[config.mk]
export PLATFORM = sky130hd
export DESIGN_NAME = radial_vignette_pixel_darken
export DESIGN_NICKNAME = d
export VERILOG_FILES = /design/src/hw/rtl/rvpd_pkg.sv /design/src/hw/rtl/radial_vignette_pixel_darken.sv
export SDC_FILE = /design/constraint.sdc
export NUM_CORES = 2
export LEC_CHECK = 0
export BUFFER_PORTS_ARGS = -buffer_cell sky130_fd_sc_hd__buf_2
export CAP_MARGIN = 20
export CORE_AREA = 2 2 482 484
export CTS_BUF_LIST = sky130_fd_sc_hd__clkbuf_16
export DETAILED_ROUTE_END_ITERATION = 8
export DIE_AREA = 0 0 484 486
export MAX_ROUTING_LAYER = met4
export SLEW_MARGIN = 25
export SYNTH_ARGS = -nofsm -noshare
export SYNTH_HDL_FRONTEND = slang
export SYNTH_SLANG_ARGS = --single-unit
[constraint.sdc]
create_clock -name i_clk -period 11.15 [get_ports i_clk]
set_clock_uncertainty 0.2 [all_clocks]
set_input_delay 2.23 -clock i_clk [delete_from_list [all_inputs] [get_ports i_clk]]
set_output_delay 2.23 -clock i_clk [all_outputs]
set_load 0.005 [all_outputs]
[src/hw/rtl/rvpd_pkg.sv]
// rvpd_pkg: shared constants and types for the radial vignette pixel darken block
// no dependencies; imported by radial_vignette_pixel_darken
`default_nettype none

package rvpd_pkg;

    localparam int unsigned MAX_DIM_DEF = 4096;

    localparam int unsigned COORD_W    = 12;
    localparam int unsigned DIM_W      = 13;
    localparam int unsigned STR_W      = 12;
    localparam int unsigned CH_W       = 8;
    localparam int unsigned CFG_IDX_W  = 2;
    localparam int unsigned CFG_DATA_W = 13;

    // quotient bits kept by the divider; anything larger saturates
    localparam int unsigned QW = 8;

    localparam logic [CFG_IDX_W-1:0] REG_STRENGTH = 2'd0;
    localparam logic [CFG_IDX_W-1:0] REG_WIDTH    = 2'd1;
    localparam logic [CFG_IDX_W-1:0] REG_HEIGHT   = 2'd2;

    localparam logic [STR_W-1:0] STRENGTH_RST = 12'd0;
    localparam logic [DIM_W-1:0] WIDTH_RST    = 13'd320;
    localparam logic [DIM_W-1:0] HEIGHT_RST   = 13'd240;

    typedef logic [CH_W-1:0] t_ch;

    typedef struct packed {
        t_ch  red;
        t_ch  green;
        t_ch  blue;
        t_ch  cov;
        logic use_cov;
    } t_pix;

endpackage

`default_nettype wire

[src/hw/rtl/radial_vignette_pixel_darken.sv]
// radial_vignette_pixel_darken: pipelined radial vignette on one pixel per clock
// depends on rvpd_pkg
`default_nettype none

// Usage
//   Input channel: drive the pixel fields and raise start; a transaction is taken
//   at every clock edge with start high and busy low. busy is always low, so a
//   new pixel may enter on every clock.
//   Result channel: o_valid is high for exactly one cycle with the three output
//   channels; there is no back-pressure, the receiver must take it then.
//   Config channel: i_cfg_valid with i_cfg_index / i_cfg_data; o_cfg_ready is
//   always high. Index 0 strength, 1 image width, 2 image height, 3 ignored.
//   Write config only while no pixel is in flight.
//   Order: the accepting edge loads stage 1; the pixel then passes the squares,
//   sum, strength multiply, divider and color stages, and the result registers
//   with o_valid in the output stage.
//   Throughput: one pixel per cycle. Depth is set by the 9-stage divider
//   (saturation check, then one quotient bit per stage) plus the distance,
//   squaring, sum, strength multiply, two color stages and the output stage.
//   Reset: synchronous active-low; clears all valid bits and restores the
//   registers to strength 0, 320 x 240. Pixels in flight are dropped.
module radial_vignette_pixel_darken
    import rvpd_pkg::*;
#(
    parameter int unsigned MAX_DIM = MAX_DIM_DEF
) (
    input  wire logic                  i_clk,
    input  wire logic                  i_rst_n,

    input  wire logic                  start,
    output      logic                  busy,
    input  wire logic [COORD_W-1:0]    i_pixel_x,
    input  wire logic [COORD_W-1:0]    i_pixel_y,
    input  wire logic [CH_W-1:0]       i_red_in,
    input  wire logic [CH_W-1:0]       i_green_in,
    input  wire logic [CH_W-1:0]       i_blue_in,
    input  wire logic [CH_W-1:0]       i_coverage,
    input  wire logic                  i_use_coverage,

    output      logic                  o_valid,
    output      logic [CH_W-1:0]       o_red_out,
    output      logic [CH_W-1:0]       o_green_out,
    output      logic [CH_W-1:0]       o_blue_out,

    input  wire logic                  i_cfg_valid,
    output      logic                  o_cfg_ready,
    input  wire logic [CFG_IDX_W-1:0]  i_cfg_index,
    input  wire logic [CFG_DATA_W-1:0] i_cfg_data
);

    // image size is capped by MAX_DIM and by the register width
    localparam int unsigned DIM_MAXV = (1 << DIM_W) - 1;
    localparam int unsigned DIM_CAP  = (MAX_DIM < DIM_MAXV) ? MAX_DIM : DIM_MAXV;
    localparam int unsigned CW       = $clog2(DIM_CAP / 2 + 1);
    localparam int unsigned MW       = 2 * CW + 1;
    localparam int unsigned SQW      = 2 * COORD_W;
    localparam int unsigned D2W      = SQW + 1;
    localparam int unsigned PW       = STR_W + D2W;

    // ---------------- configuration ----------------
    logic [STR_W-1:0] r_strength;
    logic [DIM_W-1:0] r_width;
    logic [DIM_W-1:0] r_height;

    assign o_cfg_ready = 1'b1;
    assign busy        = 1'b0;

    always_ff @(posedge i_clk) begin
        if (!i_rst_n) begin
            r_strength <= STRENGTH_RST;
            r_width    <= WIDTH_RST;
            r_height   <= HEIGHT_RST;
        end else if (i_cfg_valid && o_cfg_ready) begin
            unique case (i_cfg_index)
                REG_STRENGTH: r_strength <= i_cfg_data[STR_W-1:0];
                REG_WIDTH:    r_width    <= i_cfg_data;
                REG_HEIGHT:   r_height   <= i_cfg_data;
                default:      ;
            endcase
        end
    end

    logic [DIM_W-1:0] w_wsat, w_hsat;
    logic [CW-1:0]    w_cx, w_cy;

    assign w_wsat = (r_width  > DIM_W'(DIM_CAP)) ? DIM_W'(DIM_CAP) : r_width;
    assign w_hsat = (r_height > DIM_W'(DIM_CAP)) ? DIM_W'(DIM_CAP) : r_height;
    assign w_cx   = CW'(w_wsat >> 1);
    assign w_cy   = CW'(w_hsat >> 1);

    // corner distance follows the registers through r_cx2 / r_cy2 and then r_maxd2;
    // the user must keep config quiet while a pixel is in flight; the block itself does not enforce it
    logic [2*CW-1:0] r_cx2, r_cy2;
    logic [MW-1:0]   r_maxd2;
    logic [MW-1:0]   n_maxd2;

    assign n_maxd2 = MW'(r_cx2) + MW'(r_cy2);

    always_ff @(posedge i_clk) begin
        r_cx2   <= w_cx * w_cx;
        r_cy2   <= w_cy * w_cy;
        r_maxd2 <= (n_maxd2 == '0) ? MW'(1) : n_maxd2;
    end

    // ---------------- stage 1: distance from center ----------------
    logic               r_s1_vld;
    logic [COORD_W-1:0] r_s1_dx, r_s1_dy;
    t_pix               r_s1_pix;
    logic [COORD_W-1:0] w_cxe, w_cye;
    t_pix               w_in_pix;

    assign w_cxe    = COORD_W'(w_cx);
    assign w_cye    = COORD_W'(w_cy);
    assign w_in_pix = '{red: i_red_in, green: i_green_in, blue: i_blue_in,
                        cov: i_coverage, use_cov: i_use_coverage};

    always_ff @(posedge i_clk) begin
        r_s1_dx  <= (i_pixel_x >= w_cxe) ? i_pixel_x - w_cxe : w_cxe - i_pixel_x;
        r_s1_dy  <= (i_pixel_y >= w_cye) ? i_pixel_y - w_cye : w_cye - i_pixel_y;
        r_s1_pix <= w_in_pix;
    end

    // ---------------- stage 2: squares ----------------
    logic           r_s2_vld;
    logic [SQW-1:0] r_s2_dx2, r_s2_dy2;
    t_pix           r_s2_pix;

    always_ff @(posedge i_clk) begin
        r_s2_dx2 <= r_s1_dx * r_s1_dx;
        r_s2_dy2 <= r_s1_dy * r_s1_dy;
        r_s2_pix <= r_s1_pix;
    end

    // ---------------- stage 3: squared distance ----------------
    logic           r_s3_vld;
    logic [D2W-1:0] r_s3_d2;
    t_pix           r_s3_pix;

    always_ff @(posedge i_clk) begin
        r_s3_d2  <= D2W'(r_s2_dx2) + D2W'(r_s2_dy2);
        r_s3_pix <= r_s2_pix;
    end

    // ---------------- stage 4: scaled by strength ----------------
    logic          r_s4_vld;
    logic [PW-1:0] r_s4_p;
    t_pix          r_s4_pix;

    always_ff @(posedge i_clk) begin
        r_s4_p   <= PW'(r_strength) * PW'(r_s3_d2);
        r_s4_pix <= r_s3_pix;
    end

    // ---------------- divider: saturation check then one bit per stage ----------------
    logic          r_div_vld [0:QW];
    logic [PW-1:0] r_div_rem [0:QW];
    logic [QW-1:0] r_div_q   [0:QW];
    logic          r_div_sat [0:QW];
    t_pix          r_div_pix [0:QW];

    always_ff @(posedge i_clk) begin
        r_div_rem[0] <= r_s4_p;
        r_div_q[0]   <= '0;
        // quotient of 256 or more clamps to 255
        r_div_sat[0] <= r_s4_p >= (PW'(r_maxd2) << QW);
        r_div_pix[0] <= r_s4_pix;
    end

    for (genvar j = 1; j <= QW; j++) begin : g_div
        localparam int unsigned B = QW - j;
        logic [PW-1:0] n_sub;
        logic          n_bit;

        assign n_sub = PW'(r_maxd2) << B;
        assign n_bit = r_div_rem[j-1] >= n_sub;

        always_ff @(posedge i_clk) begin
            r_div_rem[j]    <= n_bit ? r_div_rem[j-1] - n_sub : r_div_rem[j-1];
            r_div_q[j]      <= r_div_q[j-1] | (QW'(n_bit) << B);
            r_div_sat[j]    <= r_div_sat[j-1];
            r_div_pix[j]    <= r_div_pix[j-1];
        end

        always_ff @(posedge i_clk) begin
            if (!i_rst_n) begin
                r_div_vld[j] <= 1'b0;
            end else begin
                r_div_vld[j] <= r_div_vld[j-1];
            end
        end
    end

    // ---------------- color stage 1: scaled channels ----------------
    t_ch  w_dark, w_f;
    t_ch  w_old [0:2];
    logic r_c1_vld;
    t_ch  r_c1_nv [0:2];
    t_pix r_c1_pix;

    assign w_dark   = r_div_sat[QW] ? '1 : r_div_q[QW];
    assign w_f      = 8'hFF - w_dark;
    assign w_old[0] = r_div_pix[QW].red;
    assign w_old[1] = r_div_pix[QW].green;
    assign w_old[2] = r_div_pix[QW].blue;

    always_ff @(posedge i_clk) begin
        for (int k = 0; k < 3; k++) begin
            r_c1_nv[k] <= CH_W'((2*CH_W)'(w_old[k] * w_f) >> CH_W);
        end
        r_c1_pix <= r_div_pix[QW];
    end

    // ---------------- color stage 2: coverage blend product ----------------
    t_ch             w_c1_old [0:2];
    logic            r_c2_vld;
    t_ch             r_c2_nv [0:2];
    logic [2*CH_W-1:0] r_c2_prod [0:2];
    t_pix            r_c2_pix;

    assign w_c1_old[0] = r_c1_pix.red;
    assign w_c1_old[1] = r_c1_pix.green;
    assign w_c1_old[2] = r_c1_pix.blue;

    always_ff @(posedge i_clk) begin
        for (int k = 0; k < 3; k++) begin
            r_c2_prod[k] <= (w_c1_old[k] - r_c1_nv[k]) * r_c1_pix.cov;
            r_c2_nv[k]   <= r_c1_nv[k];
        end
        r_c2_pix <= r_c1_pix;
    end

    // ---------------- output stage ----------------
    t_ch             w_c2_old [0:2];
    t_ch             n_res    [0:2];
    logic [2*CH_W:0] w_round  [0:2];

    assign w_c2_old[0] = r_c2_pix.red;
    assign w_c2_old[1] = r_c2_pix.green;
    assign w_c2_old[2] = r_c2_pix.blue;

    // floor of a negative step, done on its magnitude by rounding up
    always_comb begin
        for (int k = 0; k < 3; k++) begin
            w_round[k] = (2*CH_W+1)'(r_c2_prod[k]) + (2*CH_W+1)'(8'hFF);
            n_res[k]   = r_c2_pix.use_cov ? w_c2_old[k] - CH_W'(w_round[k] >> CH_W)
                                          : r_c2_nv[k];
        end
    end

    always_ff @(posedge i_clk) begin
        o_red_out   <= n_res[0];
        o_green_out <= n_res[1];
        o_blue_out  <= n_res[2];
    end

    // ---------------- valid chain ----------------
    always_ff @(posedge i_clk) begin
        if (!i_rst_n) begin
            r_s1_vld     <= 1'b0;
            r_s2_vld     <= 1'b0;
            r_s3_vld     <= 1'b0;
            r_s4_vld     <= 1'b0;
            r_div_vld[0] <= 1'b0;
            r_c1_vld     <= 1'b0;
            r_c2_vld     <= 1'b0;
            o_valid      <= 1'b0;
        end else begin
            r_s1_vld     <= start && !busy;
            r_s2_vld     <= r_s1_vld;
            r_s3_vld     <= r_s2_vld;
            r_s4_vld     <= r_s3_vld;
            r_div_vld[0] <= r_s4_vld;
            r_c1_vld     <= r_div_vld[QW];
            r_c2_vld     <= r_c1_vld;
            o_valid      <= r_c2_vld;
        end
    end

    // ---------------- assertions ----------------
    // a pixel leaving the divider shows up at the outputs after the two color stages and the output register
    a_div_to_out: assert property (@(posedge i_clk) disable iff (!i_rst_n)
        r_div_vld[QW] |=> ##2 o_valid)
        else $error("divider output lost before result strobe");

    // darkening never brightens a channel
    a_no_brighten: assert property (@(posedge i_clk) disable iff (!i_rst_n)
        r_c1_vld |-> (r_c1_nv[0] <= r_c1_pix.red) && (r_c1_nv[1] <= r_c1_pix.green)
                  && (r_c1_nv[2] <= r_c1_pix.blue))
        else $error("scaled channel exceeds input channel");

    // a saturated quotient means full darkening
    a_sat_black: assert property (@(posedge i_clk) disable iff (!i_rst_n)
        r_div_vld[QW] && r_div_sat[QW] |=>
            (r_c1_nv[0] == '0) && (r_c1_nv[1] == '0) && (r_c1_nv[2] == '0))
        else $error("saturated darkening left a nonzero channel");

endmodule

`default_nettype wire
==> qor.yml <==
routing:
  wl_um: 183000
  first_pass_iters: 5
  vias: 54700
  drc: 0
  viasPerCell: 4.76
  post_drt_wl_per_cell_um: 15.9
  antenna_left: 0
  drt-initial-drc-count: 2902
critical_path:
  cp_data_arrival_time_ps: 7380
  start_kind: "flip-flop"
  regToRegStartpoint: "r_strength[10]"
  crit_chain: "nand2_1 > fa_1 > fa_1 > inv_1 > fa_1 > inv_1 > fa_1 > inv_1 > fa_1 > ha_1 > inv_1 > a21oi_1 > o41a_1 > a221oi_1 > o21ai_1 > o22a_1 > a311o_1 > a2111oi_0 > o21bai_1 > a21oi_1 > xnor2_1"
  crit_family: "adder cells"
  critPathRequiredTime_ps: 11690
  path_depth: 21
  endpoint_kind: "flip-flop"
  critPathMaxStageDelay_ps: 1040
  cp_max_fo: 26
  startpoint: "r_strength[10]"
  worstSetupPathType: "flip-flop to flip-flop"
  worst-path-buf-inv: 4
  cp_common_cell: "fa_1"
  crit_slowest_cell: "dfxtp_1"
  reg2reg_depth: 21
  rrSetupSlack_ps: 4300
global_routing:
  antenna_found_initial: 10
  grt_max_degree: 56
  grt_overflow_total: 0
  grt_pass1_vias: 56900
  grt_pass1_wl_um: 299000
  grt_use_total_pct: 16.1
cts:
  cts_sinks: 1203
  holdBufCountCts: 0
  clk_latency_ps: 800
  ctsResizeCount: 0
  post-cts-setup-buffers: 0
  htreeDepth: 4
  cts_tree: "done"
  cts-root-buf: "clkbuf_16"
  cts_buffers: 135
  clock_path_buffers: 3
  clk_pin_slew_ps: 70
timing:
  worst_slew_pin_slew_ps: 1090
  slew-limit-headroom_pct: 27.4
  rsz0062_at_grt: "no"
  max_freq_mhz: 146
  fin_setup_tns_ps: 0
  hold_ws_ps: 66.1
  drv_slew: 0
  layout_min_cycle_time_ps: 6850
  setup_viol_count_final: 0
  hold_viol: 0
  period_share_pct: 61.4
synthesis:
  synth-edff-count: 0
  yosysWarnings: 0
  synthFlopType: "dfxtp_1"
  ys_async_sr_fraction_pct: 0
  syn_avg_cell_area_um2: 9.72
  postSynthCellCount: 8251
  synth.distinct_cells: 81
  ys_ff_latch: 1203
  synth_seq_area_share_pct: 30.0
  netlist_area_mm2: 0.0802
job:
  max_cap_viol_count: 0
hold_path:
  hp-class: "flip-flop to flip-flop"
  min_from: "r_div_sat[3]"
  hold_depth: 0
finish:
  area_growth_pct: 10.7
  fin_nets: 10100
  final_common_cell: "inv_1"
  drive_gt1_share_pct: 5.31
  nFillCells: 22600
  mostFrequentLayoutCells: "inv_1 (1298), dfxtp_1 (1197), ha_1 (857)"
floorplanning:
  ioPinCount: 103
  start_util_pct: 35.0
  die_y_um: 486
  dieArea_mm2: 0.235
  rows: 176
  die_x_um: 484
  core_area_mm2: 0.229
outcome:
  status: "finished, final reports clean"
placement:
  numPortBuffers: 100
  post-dp-hpwl_um: 143000
  gp_congestion: 0.882
==> path summary, 6_finish.rpt <==
check                               endpoint
worst max-delay path              r_s4_p[36]
worst min-delay path            r_div_sat[4]
worst max register to register    r_s4_p[36]
worst min register to register  r_div_sat[4]
==> cells in the mapped netlist, drive strengths merged, types with 187 or more instances <==
library cell	instances	area share (%)
inv	1275	6.0
dfxtp	1203	30
ha	857	13
fa	829	21
nand2	788	3.7
and2	459	3.6
a21oi	369	2.3
xnor2	308	3.4
nor2	279	1.3
o21ai	245	1.5
clkbuf	206	0.96
a21o	201	1.9
xor2	187	2.0
==> flip-flops by register name, indices dropped and copies added, names as in the netlist, 33 cells and up <==
register,count
r_div_pix,297
r_div_rem,296
r_c2_prod,48
r_s4_p,37
r_div_q,36
r_c1_pix,33
r_s1_pix,33
r_s2_pix,33
r_s3_pix,33
r_s4_pix,33
==> stage by stage <==
step,std cells,util (%),setup WS [ps],area [µm²]
after CTS,11500,38.7,4210,88800
after global placement,11200,36.7,4240,84200
after detailed placement,11200,36.7,4180,84200
after floorplan,8281,-,4870,80400
final,11500,38.7,4300,88800
after global routing,11500,38.7,3980,88800
==> cells by family after synthesis <==
logic type / count (synthesis) / synth area share, %
AO/OA/AOI/OAI: 1173 / 9.24
multiplexers: 92 / 1.24
adder cells (fa/ha/maj): 1687 / 34.1
other: 2 / 0.00936
XOR/XNOR: 495 / 5.40
buffers and inverters: 1494 / 7.00
AND/OR/NAND/NOR: 2105 / 13.0
flip-flops: 1203 / 30.0
==> per-layer routing <==
layer / share of wire (%) / track usage (%) / wire length, µm / up-vias
li1: - / - / - / 26700
met3: 4.5 / 2.51 / 8280 / 254
met4: 2.2 / 4.06 / 4050 / 0
met2: 47 / 26.7 / 86900 / 1072
met1: 46 / 20.6 / 83800 / 26700
met5: 0 / - / 0 / -
==> final cells by class <==
class / count / area, µm² / area share, %
timing repair buffer: 150 / 876 / 0.986
clock inverter: 109 / 1200 / 1.35
multi-input combinational: 5584 / 50700 / 57.1
clock buffer: 135 / 3380 / 3.80
sequential: 1203 / 24100 / 27.1
tap: 3026 / 3790 / 4.26
inverter: 1275 / 4790 / 5.39
antenna: 1 / 2.50 / 0.00282
==> worst register-to-register path: cells and delay by family (launching register included) <==
kind / cells / cell delay (ps)
compound gates: 9 / 2320
xor+xnor: 1 / 130
fa+ha+maj: 6 / 2720
buf+inv: 4 / 240
flops: 1 / 1040
simple gates: 1 / 180
Power is not shown: default switching activity piles up to over one toggle a cycle in this logic, so the estimate is an artifact.
